<file path="src/hdl/assert_macros.svh">
// Assertion macros used by the scheduler top level.
// Defining ASSERT_OFF turns every macro into an empty body.
`ifndef ASSERT_MACROS_SVH
`define ASSERT_MACROS_SVH

`ifndef ASSERT_OFF

// Property must hold at every clock edge outside reset
`define ASSERT_PROP(lbl, clk, rst_n, prop) \
    lbl: assert property (@(posedge clk) disable iff (!rst_n) (prop)) \
        else $error("assertion failed: lbl");

// Condition must never be true outside reset
`define ASSERT_NEVER(lbl, clk, rst_n, cond) \
    lbl: assert property (@(posedge clk) disable iff (!rst_n) !(cond)) \
        else $error("forbidden condition: lbl");

`else

`define ASSERT_PROP(lbl, clk, rst_n, prop)
`define ASSERT_NEVER(lbl, clk, rst_n, cond)

`endif

`endif

</file>
<file path="src/hdl/plts_pkg.sv">
// Package for the preemptive LIFO task scheduler: widths, types, FSM codes.
// No dependencies.
`timescale 1ns / 1ps

package plts_pkg;

    localparam int STACK_DEPTH_DEF = 32;
    localparam int MIN_PER_HOUR    = 60;

    localparam int ID_W    = 16;
    localparam int HOUR_W  = 5;
    localparam int MIN_W   = 6;
    localparam int DUR_W   = 10;
    // Start time in minutes: at most 31 * 60 + 63 = 1923
    localparam int START_W = 11;

    // One paused task in the stack memory
    typedef struct packed {
        logic [ID_W-1:0]  id;
        logic [DUR_W-1:0] rem;
    } t_entry;

    // Result handed from the sequencer to the output register
    typedef struct packed {
        logic            valid;
        logic [ID_W-1:0] id;
        logic            eor;
        logic            ovf;
    } t_res_push;

    // Sequencer status seen by the top level
    typedef struct packed {
        logic pend_v;
        logic ovf;
    } t_core_status;

    typedef enum logic [4:0] {
        S_IDLE  = 5'b00001,
        S_POP   = 5'b00010,
        S_FIN   = 5'b00100,
        S_DRAIN = 5'b01000,
        S_FLUSH = 5'b10000
    } t_state;

endpackage

</file>
<file path="src/hdl/plts_if.sv">
// Valid/ready channel interfaces for task arrivals and completions.
// Depends on plts_pkg.
`timescale 1ns / 1ps

interface plts_task_if import plts_pkg::*; ();
    logic              valid;
    logic              ready;
    logic [ID_W-1:0]   task_id;
    logic [HOUR_W-1:0] start_hour;
    logic [MIN_W-1:0]  start_minute;
    logic [DUR_W-1:0]  duration;
    logic              final_task;

    modport source (output valid, task_id, start_hour, start_minute, duration,
                    final_task, input ready);
    modport sink   (input valid, task_id, start_hour, start_minute, duration,
                    final_task, output ready);
endinterface

interface plts_done_if import plts_pkg::*; ();
    logic            valid;
    logic            ready;
    logic [ID_W-1:0] finished_id;
    logic            end_of_run;
    logic            stack_overflow;

    modport source (output valid, finished_id, end_of_run, stack_overflow, input ready);
    modport sink   (input valid, finished_id, end_of_run, stack_overflow, output ready);
endinterface

</file>
<file path="src/hdl/plts_stack_mem.sv">
// Paused-task stack storage: one write port, one read port, registered read.
// Depends on plts_pkg.
`timescale 1ns / 1ps

module plts_stack_mem import plts_pkg::*; #(
    parameter int STACK_DEPTH = STACK_DEPTH_DEF,
    localparam int ADDR_W     = $clog2(STACK_DEPTH)
) (
    input  logic              i_clk,
    input  logic              i_wr_en,
    input  logic [ADDR_W-1:0] i_wr_addr,
    input  t_entry            i_wr_data,
    input  logic              i_rd_en,
    input  logic [ADDR_W-1:0] i_rd_addr,
    output t_entry            o_rd_data
);

    t_entry r_mem [STACK_DEPTH];
    t_entry r_rd_data;

    // write port
    always_ff @(posedge i_clk) begin
        if (i_wr_en) begin
            r_mem[i_wr_addr] <= i_wr_data;
        end
    end

    // read port, registered
    always_ff @(posedge i_clk) begin
        if (i_rd_en) begin
            r_rd_data <= r_mem[i_rd_addr];
        end
    end

    assign o_rd_data = r_rd_data;

endmodule

</file>
<file path="src/hdl/plts_core.sv">
// Scheduler sequencer: running-task registers, clock, stack pointer, pop/drain FSM.
// Depends on plts_pkg, plts_if (task channel) and drives plts_stack_mem.
`timescale 1ns / 1ps

module plts_core import plts_pkg::*; #(
    parameter int STACK_DEPTH = STACK_DEPTH_DEF,
    localparam int ADDR_W     = $clog2(STACK_DEPTH),
    localparam int CNT_W      = $clog2(STACK_DEPTH + 1)
) (
    input  logic              i_clk,
    input  logic              i_rst_n,
    plts_task_if.sink         i_task,
    input  logic              i_out_free,
    output t_res_push         o_push,
    output t_core_status      o_status,
    output logic              o_wr_en,
    output logic [ADDR_W-1:0] o_wr_addr,
    output t_entry            o_wr_data,
    output logic              o_rd_en,
    output logic [ADDR_W-1:0] o_rd_addr,
    input  t_entry            i_rd_data
);

    t_state               r_state, n_state;
    logic                 r_have, n_have;
    logic [ID_W-1:0]      r_cur_id, n_cur_id;
    logic [DUR_W-1:0]     r_cur_rem, n_cur_rem;
    logic [START_W-1:0]   r_clk, n_clk;
    logic [START_W-1:0]   r_start, n_start;
    logic [CNT_W-1:0]     r_cnt, n_cnt;
    logic                 r_ovf, n_ovf;
    logic                 r_pend_v, n_pend_v;
    logic [ID_W-1:0]      r_pend_id, n_pend_id;
    logic [ID_W-1:0]      r_new_id, n_new_id;
    logic [DUR_W-1:0]     r_new_dur, n_new_dur;
    logic                 r_fin, n_fin;

    logic                 accept;
    logic [START_W-1:0]   start_raw;
    logic [START_W-1:0]   start_eff;
    logic [START_W:0]     cur_end;
    logic [START_W:0]     top_end;
    logic [START_W-1:0]   arr_gap;
    logic [START_W-1:0]   pop_gap;
    logic [ADDR_W-1:0]    top_addr;
    logic [ADDR_W-1:0]    next_addr;

    assign accept = i_task.valid && i_task.ready;

    // arrival time in minutes, clamped to the clock while a task runs
    assign start_raw = START_W'(i_task.start_hour) * START_W'(MIN_PER_HOUR)
                     + START_W'(i_task.start_minute);
    assign start_eff = (r_have && (start_raw < r_clk)) ? r_clk : start_raw;
    assign arr_gap   = start_eff - r_clk;
    assign cur_end   = {1'b0, r_clk} + (START_W + 1)'(r_cur_rem);

    // stack top as seen in the pop loop
    assign top_end   = {1'b0, r_clk} + (START_W + 1)'(i_rd_data.rem);
    assign pop_gap   = r_start - r_clk;
    assign top_addr  = ADDR_W'(r_cnt - CNT_W'(1));
    assign next_addr = ADDR_W'(r_cnt - CNT_W'(2));

    // no transaction is taken while reset is held
    assign i_task.ready = i_rst_n && (r_state == S_IDLE);

    always_comb begin
        n_state   = r_state;
        n_have    = r_have;
        n_cur_id  = r_cur_id;
        n_cur_rem = r_cur_rem;
        n_clk     = r_clk;
        n_start   = r_start;
        n_cnt     = r_cnt;
        n_ovf     = r_ovf;
        n_pend_v  = r_pend_v;
        n_pend_id = r_pend_id;
        n_new_id  = r_new_id;
        n_new_dur = r_new_dur;
        n_fin     = r_fin;
        o_push    = '0;
        o_wr_en   = 1'b0;
        o_wr_addr = top_addr;
        o_wr_data = '0;
        o_rd_en   = 1'b0;
        o_rd_addr = top_addr;

        unique case (r_state)
            S_IDLE: begin
                if (accept) begin
                    n_new_id  = i_task.task_id;
                    n_new_dur = i_task.duration;
                    n_fin     = i_task.final_task;
                    n_start   = start_eff;
                    if (!r_have || (cur_end > {1'b0, start_eff})) begin
                        // preempt the running task (if any)
                        if (r_have) begin
                            if (r_cnt < CNT_W'(STACK_DEPTH)) begin
                                o_wr_en       = 1'b1;
                                o_wr_addr     = ADDR_W'(r_cnt);
                                o_wr_data.id  = r_cur_id;
                                o_wr_data.rem = DUR_W'({1'b0, r_cur_rem} - arr_gap);
                                n_cnt         = r_cnt + CNT_W'(1);
                            end else begin
                                n_ovf = 1'b1;
                            end
                        end
                        n_have    = 1'b1;
                        n_cur_id  = i_task.task_id;
                        n_cur_rem = i_task.duration;
                        n_clk     = start_eff;
                        n_state   = i_task.final_task ? S_FIN : S_IDLE;
                    end else begin
                        // running task completes before the arrival
                        n_pend_v  = 1'b1;
                        n_pend_id = r_cur_id;
                        n_clk     = cur_end[START_W-1:0];
                        if (r_cnt != '0) begin
                            o_rd_en = 1'b1;
                            n_state = S_POP;
                        end else begin
                            n_cur_id  = i_task.task_id;
                            n_cur_rem = i_task.duration;
                            n_clk     = start_eff;
                            n_state   = i_task.final_task ? S_FIN : S_FLUSH;
                        end
                    end
                end
            end

            S_POP: begin
                if (top_end <= {1'b0, r_start}) begin
                    // top finishes in the gap: emit and pop
                    if (i_out_free) begin
                        o_push.valid = 1'b1;
                        o_push.id    = r_pend_id;
                        o_push.ovf   = r_ovf;
                        n_pend_id    = i_rd_data.id;
                        n_clk        = top_end[START_W-1:0];
                        n_cnt        = r_cnt - CNT_W'(1);
                        if (r_cnt != CNT_W'(1)) begin
                            o_rd_en   = 1'b1;
                            o_rd_addr = next_addr;
                        end else begin
                            n_cur_id  = r_new_id;
                            n_cur_rem = r_new_dur;
                            n_clk     = r_start;
                            n_state   = r_fin ? S_FIN : S_FLUSH;
                        end
                    end else begin
                        o_rd_en = 1'b1;
                    end
                end else begin
                    // top resumes and is paused again at the arrival
                    o_wr_en       = 1'b1;
                    o_wr_data.id  = i_rd_data.id;
                    o_wr_data.rem = DUR_W'({1'b0, i_rd_data.rem} - pop_gap);
                    n_cur_id      = r_new_id;
                    n_cur_rem     = r_new_dur;
                    n_clk         = r_start;
                    n_state       = r_fin ? S_FIN : S_FLUSH;
                end
            end

            S_FIN: begin
                // the final task completes, then the run ends
                if (!r_pend_v || i_out_free) begin
                    o_push.valid = r_pend_v;
                    o_push.id    = r_pend_id;
                    o_push.ovf   = r_ovf;
                    n_pend_v     = 1'b1;
                    n_pend_id    = r_cur_id;
                    n_have       = 1'b0;
                    n_cur_id     = '0;
                    n_cur_rem    = '0;
                    n_clk        = '0;
                    if (r_cnt != '0) begin
                        o_rd_en = 1'b1;
                        n_state = S_DRAIN;
                    end else begin
                        n_state = S_FLUSH;
                    end
                end
            end

            S_DRAIN: begin
                if (i_out_free) begin
                    o_push.valid = 1'b1;
                    o_push.id    = r_pend_id;
                    o_push.ovf   = r_ovf;
                    n_pend_id    = i_rd_data.id;
                    n_cnt        = r_cnt - CNT_W'(1);
                    if (r_cnt != CNT_W'(1)) begin
                        o_rd_en   = 1'b1;
                        o_rd_addr = next_addr;
                    end else begin
                        n_state = S_FLUSH;
                    end
                end else begin
                    o_rd_en = 1'b1;
                end
            end

            S_FLUSH: begin
                // last completion of this transaction
                if (i_out_free) begin
                    o_push.valid = 1'b1;
                    o_push.id    = r_pend_id;
                    o_push.eor   = 1'b1;
                    o_push.ovf   = r_ovf;
                    n_pend_v     = 1'b0;
                    n_ovf        = 1'b0;
                    n_state      = S_IDLE;
                end
            end

            default: begin
                n_state = S_IDLE;
            end
        endcase
    end

    // control state
    always_ff @(posedge i_clk) begin
        if (!i_rst_n) begin
            r_state  <= S_IDLE;
            r_have   <= 1'b0;
            r_cnt    <= '0;
            r_ovf    <= 1'b0;
            r_pend_v <= 1'b0;
        end else begin
            r_state  <= n_state;
            r_have   <= n_have;
            r_cnt    <= n_cnt;
            r_ovf    <= n_ovf;
            r_pend_v <= n_pend_v;
        end
    end

    // payload
    always_ff @(posedge i_clk) begin
        r_cur_id  <= n_cur_id;
        r_cur_rem <= n_cur_rem;
        r_clk     <= n_clk;
        r_start   <= n_start;
        r_pend_id <= n_pend_id;
        r_new_id  <= n_new_id;
        r_new_dur <= n_new_dur;
        r_fin     <= n_fin;
    end

    assign o_status.pend_v = r_pend_v;
    assign o_status.ovf    = r_ovf;

endmodule

</file>
<file path="src/hdl/preemptive_lifo_task_scheduler_unit.sv">
// Top level of the preemptive LIFO task scheduler: sequencer, stack memory, output register.
// Depends on plts_pkg, plts_if, plts_stack_mem, plts_core and assert_macros.svh.
`timescale 1ns / 1ps
`include "assert_macros.svh"

// Tasks arrive in start-time order on i_task; an arrival preempts the running task unless
// that task ends by the arrival time, and the preempted task is pushed with its remaining
// minutes onto a LIFO stack of STACK_DEPTH entries in a single-port-write, registered-read
// memory. Completed task ids leave on o_done; the last completion caused by a transaction
// carries end_of_run, and stack_overflow marks every completion of the first transaction
// with results after a task was dropped on a full stack. An arrival that causes completions
// visits the pop state while stack entries remain, popping one entry per cycle while the
// output register is free, or pausing the resumed top again if it ends after the arrival;
// a final task then visits the final state and, while entries remain, the drain state; the
// flush state emits the last completion. The result register lets the next completion be
// formed while the previous one waits.
module preemptive_lifo_task_scheduler_unit import plts_pkg::*; #(
    parameter int STACK_DEPTH = STACK_DEPTH_DEF
) (
    input  logic        i_clk,
    input  logic        i_rst_n,
    plts_task_if.sink   i_task,
    plts_done_if.source o_done
);

    localparam int ADDR_W = $clog2(STACK_DEPTH);

    t_res_push         core_push;
    t_core_status      core_status;
    logic              out_free;
    logic              wr_en;
    logic [ADDR_W-1:0] wr_addr;
    t_entry            wr_data;
    logic              rd_en;
    logic [ADDR_W-1:0] rd_addr;
    t_entry            rd_data;

    logic              r_out_v;
    logic [ID_W-1:0]   r_out_id;
    logic              r_out_eor;
    logic              r_out_ovf;

    plts_core #(
        .STACK_DEPTH (STACK_DEPTH)
    ) u_core (
        .i_clk      (i_clk),
        .i_rst_n    (i_rst_n),
        .i_task     (i_task),
        .i_out_free (out_free),
        .o_push     (core_push),
        .o_status   (core_status),
        .o_wr_en    (wr_en),
        .o_wr_addr  (wr_addr),
        .o_wr_data  (wr_data),
        .o_rd_en    (rd_en),
        .o_rd_addr  (rd_addr),
        .i_rd_data  (rd_data)
    );

    plts_stack_mem #(
        .STACK_DEPTH (STACK_DEPTH)
    ) u_stack (
        .i_clk     (i_clk),
        .i_wr_en   (wr_en),
        .i_wr_addr (wr_addr),
        .i_wr_data (wr_data),
        .i_rd_en   (rd_en),
        .i_rd_addr (rd_addr),
        .o_rd_data (rd_data)
    );

    // output register: free when empty or being taken this cycle
    assign out_free = !r_out_v || o_done.ready;

    always_ff @(posedge i_clk) begin
        if (!i_rst_n) begin
            r_out_v <= 1'b0;
        end else if (core_push.valid && out_free) begin
            r_out_v <= 1'b1;
        end else if (o_done.ready) begin
            r_out_v <= 1'b0;
        end
    end

    always_ff @(posedge i_clk) begin
        if (core_push.valid && out_free) begin
            r_out_id  <= core_push.id;
            r_out_eor <= core_push.eor;
            r_out_ovf <= core_push.ovf;
        end
    end

    assign o_done.valid          = r_out_v;
    assign o_done.finished_id    = r_out_id;
    assign o_done.end_of_run     = r_out_eor;
    assign o_done.stack_overflow = r_out_ovf;

    // sequencer never overwrites a result that is still waiting
    `ASSERT_NEVER(a_push_when_full, i_clk, i_rst_n, core_push.valid && !out_free)
    // a new transaction starts with no completion pending
    `ASSERT_PROP(a_idle_no_pend, i_clk, i_rst_n, i_task.ready |-> !core_status.pend_v)
    // after the last completion the block takes a new task
    `ASSERT_PROP(a_eor_then_ready, i_clk, i_rst_n, (core_push.valid && core_push.eor) |=> i_task.ready)
    // a latched overflow marks every completion handed out
    `ASSERT_PROP(a_ovf_marks, i_clk, i_rst_n, (core_push.valid && core_status.ovf) |-> core_push.ovf)

endmodule
</file>
<file path="src/flat_wrapper.sv">
// flat-port wrapper written by rule: the top's interface ports become plain ports
module preemptive_lifo_task_scheduler_unit_flat import plts_pkg::*;
#(
    parameter int STACK_DEPTH = STACK_DEPTH_DEF
)
  (i_clk, i_rst_n, i_task_valid, i_task_task_id, i_task_start_hour, i_task_start_minute, i_task_duration, i_task_final_task, i_task_ready, o_done_valid, o_done_finished_id, o_done_end_of_run, o_done_stack_overflow, o_done_ready);
  plts_task_if i_task_i ();
  plts_done_if o_done_i ();
  input  logic i_clk;
  input  logic i_rst_n;
  input wire logic [$bits(i_task_i.valid)-1:0] i_task_valid;
  input wire logic [$bits(i_task_i.task_id)-1:0] i_task_task_id;
  input wire logic [$bits(i_task_i.start_hour)-1:0] i_task_start_hour;
  input wire logic [$bits(i_task_i.start_minute)-1:0] i_task_start_minute;
  input wire logic [$bits(i_task_i.duration)-1:0] i_task_duration;
  input wire logic [$bits(i_task_i.final_task)-1:0] i_task_final_task;
  output wire logic [$bits(i_task_i.ready)-1:0] i_task_ready;
  output wire logic [$bits(o_done_i.valid)-1:0] o_done_valid;
  output wire logic [$bits(o_done_i.finished_id)-1:0] o_done_finished_id;
  output wire logic [$bits(o_done_i.end_of_run)-1:0] o_done_end_of_run;
  output wire logic [$bits(o_done_i.stack_overflow)-1:0] o_done_stack_overflow;
  input wire logic [$bits(o_done_i.ready)-1:0] o_done_ready;
  assign i_task_i.valid = i_task_valid;
  assign i_task_i.task_id = i_task_task_id;
  assign i_task_i.start_hour = i_task_start_hour;
  assign i_task_i.start_minute = i_task_start_minute;
  assign i_task_i.duration = i_task_duration;
  assign i_task_i.final_task = i_task_final_task;
  assign i_task_ready = i_task_i.ready;
  assign o_done_valid = o_done_i.valid;
  assign o_done_finished_id = o_done_i.finished_id;
  assign o_done_end_of_run = o_done_i.end_of_run;
  assign o_done_stack_overflow = o_done_i.stack_overflow;
  assign o_done_i.ready = o_done_ready;
  preemptive_lifo_task_scheduler_unit #(.STACK_DEPTH(STACK_DEPTH)) u_core (.i_clk(i_clk), .i_rst_n(i_rst_n), .i_task(i_task_i), .o_done(o_done_i));
endmodule
</file>
<file path="config.mk">
export PLATFORM = sky130hd
export DESIGN_NAME = preemptive_lifo_task_scheduler_unit_flat
export DESIGN_NICKNAME = d
export VERILOG_FILES = /design/src/hdl/plts_pkg.sv /design/src/hdl/plts_if.sv /design/src/hdl/plts_stack_mem.sv /design/src/hdl/plts_core.sv /design/src/hdl/preemptive_lifo_task_scheduler_unit.sv /design/src/flat_wrapper.sv
export VERILOG_INCLUDE_DIRS = /design/src /design/src/hdl
export SDC_FILE = /design/constraint.sdc
export NUM_CORES = 1
export LEC_CHECK = 0
export BUFFER_PORTS_ARGS = -buffer_cell sky130_fd_sc_hd__buf_2
export CAP_MARGIN = 10
export CORE_UTILIZATION = 57
export CTS_CLUSTER_SIZE = 12
export DETAILED_ROUTE_END_ITERATION = 8
export HOLD_SLACK_MARGIN = 0.12
export PLACE_DENSITY = 0.77
export SKIP_CTS_REPAIR_TIMING = 1
export SYNTH_ARGS = -nofsm -noshare
export SYNTH_HDL_FRONTEND = slang
export SYNTH_SLANG_ARGS = --single-unit
</file>
<file path="constraint.sdc">
create_clock -name i_clk -period 7.9 [get_ports i_clk]
set_input_delay 0.395 -clock i_clk [delete_from_list [all_inputs] [get_ports i_clk]]
set_output_delay 0.395 -clock i_clk [all_outputs]
set_load 0.01 [all_outputs]
</file>
==> results.sh, run 1 <==
export IMPL_outcome="finished, violations left"
export IMPL_violations="DRC"
export IMPL_fin_crit_sh_pct=95.5
export IMPL_switching_share_pct=33.3
export IMPL_placementRows=99
export IMPL_cts_buffers=98
export IMPL_clock_latency_ns=0.68
export IMPL_grt_pass1_wl_um=161000
export IMPL_yosys_area_share_simple_pct=9.51
export IMPL_fmax_mhz=133
export IMPL_antenna_found_initial=0
export IMPL_vdd_drop_max_v=0.000340
export IMPL_fin_crit_ns=7.54
export IMPL_power_leakage_uw=0.0178
export IMPL_r2r_setup_slack_ns=0.92
export IMPL_worstSetupPathType="primary input to register"
export IMPL_tightestPinTransition_ns=1.11
export IMPL_startpoint="i_task_start_hour[0]"
export IMPL_cts_sinks=982
export IMPL_reg2reg_from="u_core.u_core.r_clk[0]$_DFFE_PP_"
export IMPL_fillers=4951
export IMPL_drc=10
export IMPL_place_inst=4036
export IMPL_firstDrtPassIters=9
export IMPL_grt_overflow_total=0
export IMPL_die_h_um=275
export IMPL_finalClockSkew_ns=0.0277
export IMPL_path_max_fanout=26
export IMPL_place_hpwl_um=67800
export IMPL_hp_class="primary input to register"
export IMPL_hold_viol=0
export IMPL_drtAntennaViolNets=0
export IMPL_cts_buffer_depth=3
export IMPL_num_antenna_cells=0
export IMPL_synth_compound_area_share_pct=8.71
export IMPL_power_clock_fraction_pct=27.1
export IMPL_synthDistinctLibCells=73
export IMPL_synth_seq_cells=982
export IMPL_grt_use_total_pct=28.6
export IMPL_root_buffer="clkbuf_16"
export IMPL_synth_area_per_cell_sq_um=13.9
export IMPL_area_growth_pct=13.8
export IMPL_maxCapViolations=0
export IMPL_seqCellArea_sq_um=29300
export IMPL_power_uw=15900
export IMPL_power_frac_seq_pct=40.4
export IMPL_die_area_sq_um=75400
export IMPL_fin_cells=4219
export IMPL_critPathRequiredTime_ns=8.18
export IMPL_coreArea_sq_um=73200
export IMPL_slew_headroom_pct=26.0
export IMPL_p_int_uw=10600
export IMPL_postSynthCellCount=3038
export IMPL_hp_start="o_done_ready"
export IMPL_via_count=27200
export IMPL_nets=3374
export IMPL_seq_area_frac_synth_pct=69.2
export IMPL_drive_above_1_share_pct=12.8
export IMPL_max_stage_delay_ns=0.71
export IMPL_yosys_warnings=0
export IMPL_rsz0062_at_grt="false"
export IMPL_ys_flop_type="edfxtp_1"
export IMPL_final_cell_mix="edfxtp_1, nand2_1, mux2i_1"
export IMPL_io_buffers=61
export IMPL_comb_power_share_pct=32.5
export IMPL_h_tree_depth=3
export IMPL_wl_per_cell_um=25.7
export IMPL_grt_pass1_vias=26500
export IMPL_multiInputGateArea_sq_um=12300
export IMPL_grt_max_degree=87
export IMPL_async_reset_ff_share_pct=0
export IMPL_synth_edf_count=967
export IMPL_routed_wl_um=108000
export IMPL_cpMaxStageDelayCell="nor2_4"
export IMPL_yosys_area_share_adder_pct=4.10
export IMPL_setup_violations_final=0
export IMPL_setup_tns_ns=0
export IMPL_p_per_area_nw_per_um2=329
export IMPL_cp_start_kind="primary input"
export IMPL_drt_iter0_markers=3855
export IMPL_syn_area_sq_um=42400
export IMPL_synth_top_family_by_area="simple AND/OR/NAND/NOR gates"
export IMPL_ios=62
export IMPL_end_kind="register"
export IMPL_vias_per_cell=6.44
export IMPL_initial_core_util_pct=57.9
export IMPL_gp_congestion=0.935
export IMPL_maxSlewViolCount=0
export IMPL_die_w_um=275
export IMPL_clk_pin_slew_ns=0.06
export IMPL_final_common_cell="edfxtp_1"
export IMPL_yosys_area_share_xor_xnor_pct=1.16
export IMPL_power_switching_uw=5290
export IMPL_syn_nets=3202
export IMPL_tritoncts="done"
export IMPL_worstPathArrival_ns=7.82
export IMPL_synth_mux_area_share_pct=4.64
==> critical path: cells and delay by family <==
kind                     cells  cell delay, ns
adder cells (fa/ha/maj)      6            2.43
AO/OA/AOI/OAI               11            2.14
AND/OR/NAND/NOR              7            1.43
XOR/XNOR                     1            0.23
buffers and inverters        6            0.79
multiplexers                 1            0.32
==> state kept, by name, indices dropped and copies added, names as in the netlist, 11 cells and up <==
name                       flops
u_core.u_core.r_new_id        16
u_core.u_core.r_cur_id        16
u_core.u_core.r_pend_id       16
u_core.o_done.finished_id     16
u_core.u_core.r_start         11
u_core.u_stack.r_mem         832
u_core.u_core.r_clk           11
u_core.u_stack.o_rd_data      26
==> cell type report <==
| class | instances | share of cell area, % |
|---|---|---|
| sequential | 982 | 60.9 |
| inverter | 116 | 0.903 |
| timing repair buffer | 231 | 4.21 |
| clock inverter | 26 | 0.659 |
| multi-input combinational | 1781 | 25.5 |
| tap | 959 | 2.49 |
| clock buffer | 124 | 5.35 |
==> logic make-up after synthesis <==
group                      count (synthesis)
adders and majority gates                122
muxes                                    195
AOI/OAI and AO/OA                        490
DFF                                      982
buffers and inverters                    279
and+or+nand+nor                          914
xor gates and xnor gates                  56
==> synth_stat cells, types with 38 or more instances <==
| cell type | number | area (sq um) |
|---|---|---|
| edfxtp_1 | 967 | 29000 |
| nor2_1 | 52 | 195 |
| inv_1 | 116 | 435 |
| a32oi_1 | 160 | 1400 |
| nand3_1 | 117 | 586 |
| ha_1 | 94 | 1180 |
| clkbuf_1 | 104 | 390 |
| a21oi_1 | 48 | 240 |
| nand2_1 | 627 | 2350 |
| a31oi_1 | 58 | 363 |
| buf_2 | 55 | 275 |
| mux2i_1 | 183 | 1830 |
| xnor2_1 | 38 | 333 |
| a22o_1 | 45 | 394 |
==> power by group through the flow <==
stage	sequential, uW	clock (uW)	combinational (uW)
2_1_floorplan	6440	0	3370
3_3_place_gp	6500	0	4870
3_5_place_dp	6500	0	5020
4_1_cts	6400	4330	5080
5_1_grt	6430	4530	5650
6_report	6410	4300	5170
==> metal layers <==
metal	routed length [um]	global-route usage (%)
met4	3080	8.11
met3	12100	5.99
met2	49900	44.1
met1	43200	41.3
met5	0	0
==> through the flow <==
| stage | utilization (%) | worst slack, ns | hold slack, ns | instance area (sq um) |
|---|---|---|---|---|
| after floorplan | - | -0.775 | 0.464 | 42400 |
| after global placement | 61.4 | -0.450 | 0.479 | 45000 |
| after detailed placement | 61.4 | -0.800 | 0.483 | 45000 |
| after CTS | 65.4 | -0.158 | -0.101 | 47800 |
| after global routing | 65.8 | 0.00495 | 0.137 | 48200 |
| final | 65.8 | 0.359 | 0.117 | 48200 |
==> final timing paths <==
kind / endpoint / cells past startpoint
min: u_core.o_done.valid$_SDFFE_PN0P_ / 3
max reg2reg: u_core.u_stack.o_rd_data[4]$_DFFE_PP_ / 22
min reg2reg: u_core.u_core.r_ovf$_SDFFE_PN0P_ / 1
max: u_core.u_stack.r_mem[22][0]$_DFFE_PP_ / 32
Power figures use the tool's default switching activity.
==> run 2, diff against run 1 <==
--- a/config.mk
+++ b/config.mk
@@ -8,11 +8,12 @@
 export LEC_CHECK = 0
 export BUFFER_PORTS_ARGS = -buffer_cell sky130_fd_sc_hd__buf_2
 export CAP_MARGIN = 10
-export CORE_UTILIZATION = 57
+export CORE_UTILIZATION = 53
 export CTS_CLUSTER_SIZE = 12
 export DETAILED_ROUTE_END_ITERATION = 8
 export HOLD_SLACK_MARGIN = 0.12
-export PLACE_DENSITY = 0.77
+export PLACE_DENSITY = 0.7
+export RECOVER_POWER = 50
 export SKIP_CTS_REPAIR_TIMING = 1
 export SYNTH_ARGS = -nofsm -noshare
 export SYNTH_HDL_FRONTEND = slang
==> constraint.sdc (replaced) <==
create_clock -name i_clk -period 7.7 [get_ports i_clk]
set_input_delay 0.385 -clock i_clk [delete_from_list [all_inputs] [get_ports i_clk]]
set_output_delay 0.385 -clock i_clk [all_outputs]
set_load 0.01 [all_outputs]
==> run 2 against run 1 <==
The flow finishes with violations (capacitance limit, slew limit); combinational power up 9.1%; via count down 1.3%; sequential power increased by 2%; final cell count increased by 4.1%; non-clock buffer count grew 75; core utilization fell by 2.8 points; clock power is 3% higher; register-to-register slack gained 0.06 ns; critical path depth increased by 1; clock skew is 0.024 ns higher; clock-buffer cell count up 10; largest power group unchanged; highest routed layer is now met5.
==> results.sh, run 2 (synthesized netlist as in run 1, its figures left out) <==
export IMPL_largest_reg_flops=832
export IMPL_power_clock_fraction_pct=26.6
export IMPL_switching_share_pct=32.8
export IMPL_p_int_uw=11200
export IMPL_grt_overflow_total=0
export IMPL_whs_ns=0.162
export IMPL_h_tree_depth=3
export IMPL_nets=3448
export IMPL_placementRows=103
export IMPL_die_h_um=285
export IMPL_vdd_drop_max_v=0.000218
export IMPL_power_switching_uw=5450
export IMPL_startpoint="i_task_start_hour[0]"
export IMPL_drc=0
export IMPL_path_max_fanout=13
export IMPL_final_common_cell="edfxtp_1"
export IMPL_grt_pass1_vias=26300
export IMPL_cts_buffers=99
export IMPL_drt_iter0_markers=3162
export IMPL_comb_power_share_pct=33.9
export IMPL_reg2regPathDepth=22
export IMPL_fmax_mhz=135
export IMPL_power_leakage_uw=0.0185
export IMPL_cts_buffer_depth=3
export IMPL_place_hpwl_um=68700
export IMPL_post_dp_cell_area_sq_um=46300
export IMPL_cts_sinks=982
export IMPL_violations="capacitance limit, slew limit"
export IMPL_antenna_found_initial=5
export IMPL_fin_crit_ns=7.40
export IMPL_reg2reg_from="u_core.u_core.r_clk[0]$_DFFE_PP_"
export IMPL_root_buffer="clkbuf_16"
export IMPL_die_w_um=285
export IMPL_tritoncts="done"
export IMPL_io_buffers=61
export IMPL_vias_per_cell=6.10
export IMPL_maxSlewViolCount=71
export IMPL_top_register="u_core.u_stack.r_mem"
export IMPL_slew_headroom_pct=-68.8
export IMPL_ios=62
export IMPL_timing_rr_end="u_core.u_stack.o_rd_data[18]$_DFFE_PP_"
export IMPL_initial_core_util_pct=53.6
export IMPL_p_per_area_nw_per_um2=334
export IMPL_drtAntennaViolNets=0
export IMPL_area_growth_pct=17.5
export IMPL_fin_crit_sh_pct=96.1
export IMPL_grt_pass1_wl_um=162000
export IMPL_clock_latency_ns=0.67
export IMPL_routed_wl_um=109000
export IMPL_maxCapViolations=2
export IMPL_finalClockSkew_ns=0.0517
export IMPL_outcome="finished, violations left"
export IMPL_max_stage_delay_ns=0.90
export IMPL_grt_max_degree=105
export IMPL_worstPathArrival_ns=7.66
export IMPL_clk_pin_slew_ns=0.06
export IMPL_via_count=26800
export IMPL_fin_util_pct=63.0
export IMPL_fin_cells=4394
export IMPL_wl_per_cell_um=24.9
export IMPL_tightestPinTransition_ns=2.53
export IMPL_place_inst=4190
export IMPL_firstDrtPassIters=6
export IMPL_coreArea_sq_um=79000
export IMPL_gp_congestion=0.898
export IMPL_power_frac_seq_pct=39.5
export IMPL_hold_viol=0
export IMPL_critPathRequiredTime_ns=7.97
export IMPL_cp_start_kind="primary input"
export IMPL_final_cell_mix="edfxtp_1, nand2_1, mux2i_1"
export IMPL_setup_violations_final=0
export IMPL_crit_path_end="u_core.u_stack.r_mem[6][11]$_DFFE_PP_"
export IMPL_worstSetupPathType="primary input to register"
export IMPL_die_area_sq_um=81100
export IMPL_fin_area_sq_um=49800
export IMPL_r2r_setup_slack_ns=0.98
export IMPL_grt_use_total_pct=26.6
export IMPL_hp_class="primary input to register"
export IMPL_end_kind="register"
export IMPL_cpMaxStageDelayCell="nor2_2"
export IMPL_drive_above_1_share_pct=13.7
==> run 2: cell count changes in the layout (fill, tap and decap cells not counted), moves of 15 or more <==
| cell | previous run | this run |
|---|---|---|
| clkbuf_1 | 24 | 78 |
| nor3_4 | 1 | 17 |
| buf_2 | 61 | 16 |
| nor3_2 | 16 | 1 |
| buf_12 | 30 | 87 |
==> run 2: per-layer routing <==
layer	GRT usage, %	routed length [um]	up-vias
met3	5.87	11000	202
met1	37.9	44400	13300
met5	1.40	159	-
met2	41.1	50700	1388
li1	-	-	12000
met4	7.97	3130	2
==> run 2: metrics by stage <==
| step | total power (uW) | TNS [ns] | worst slack (ns) |
|---|---|---|---|
| after floorplan | 10100 | -255.06 | -0.394 |
| after detailed placement | 12100 | -225.52 | -0.591 |
| after global placement | 12000 | -164.35 | -0.464 |
| after CTS | 16600 | 0 | 0.0225 |
| after global routing | 17400 | -4.17 | -0.0925 |
| final | 16600 | 0 | 0.303 |
==> run 2: area by class of cell <==
class	instances	area, sq um
antenna	4	10.0
clock buffer	134	2710
clock inverter	23	209
fill	5625	29200
inverter	116	435
multi-input combinational	1779	12500
sequential	982	29300
tap	1050	1310
timing repair buffer	306	3300
==> run 2: power by group through the flow <==
stage / clock, uW / combinational [uW] / sequential, uW
6_report: 4420 / 5640 / 6570
5_1_grt: 4660 / 6170 / 6590
4_1_cts: 4470 / 5530 / 6570
3_5_place_dp: 0 / 5470 / 6670
3_3_place_gp: 0 / 5370 / 6670
2_1_floorplan: 0 / 3450 / 6600
==> run 2: worst min-delay path by stage <==
stage / start / to / slack, ns / cells after the start
final: o_done_ready / u_core.o_done.valid$_SDFFE_PN0P_ / 0.16 / 3
after global placement: u_core.u_core.r_ovf$_SDFFE_PN0P_ / u_core.u_core.r_ovf$_SDFFE_PN0P_ / 0.49 / 1
after CTS: i_task_task_id[4] / u_core.u_core.r_new_id[4]$_DFFE_PP_ / -0.11 / 1
after global routing: o_done_ready / u_core.o_done.valid$_SDFFE_PN0P_ / 0.18 / 3
after floorplan: u_core.u_core.r_ovf$_SDFFE_PN0P_ / u_core.u_core.r_ovf$_SDFFE_PN0P_ / 0.46 / 1
after detailed placement: u_core.u_core.r_ovf$_SDFFE_PN0P_ / u_core.u_core.r_ovf$_SDFFE_PN0P_ / 0.48 / 1
==> run 2: critical path: cells and delay by family <==
family | cells | cell delay [ns]
fa+ha+maj | 6 | 2.46
simple gates | 8 | 1.93
compound gates | 10 | 1.69
buf+inv | 7 | 0.71
mux | 1 | 0.28
xor+xnor | 1 | 0.17
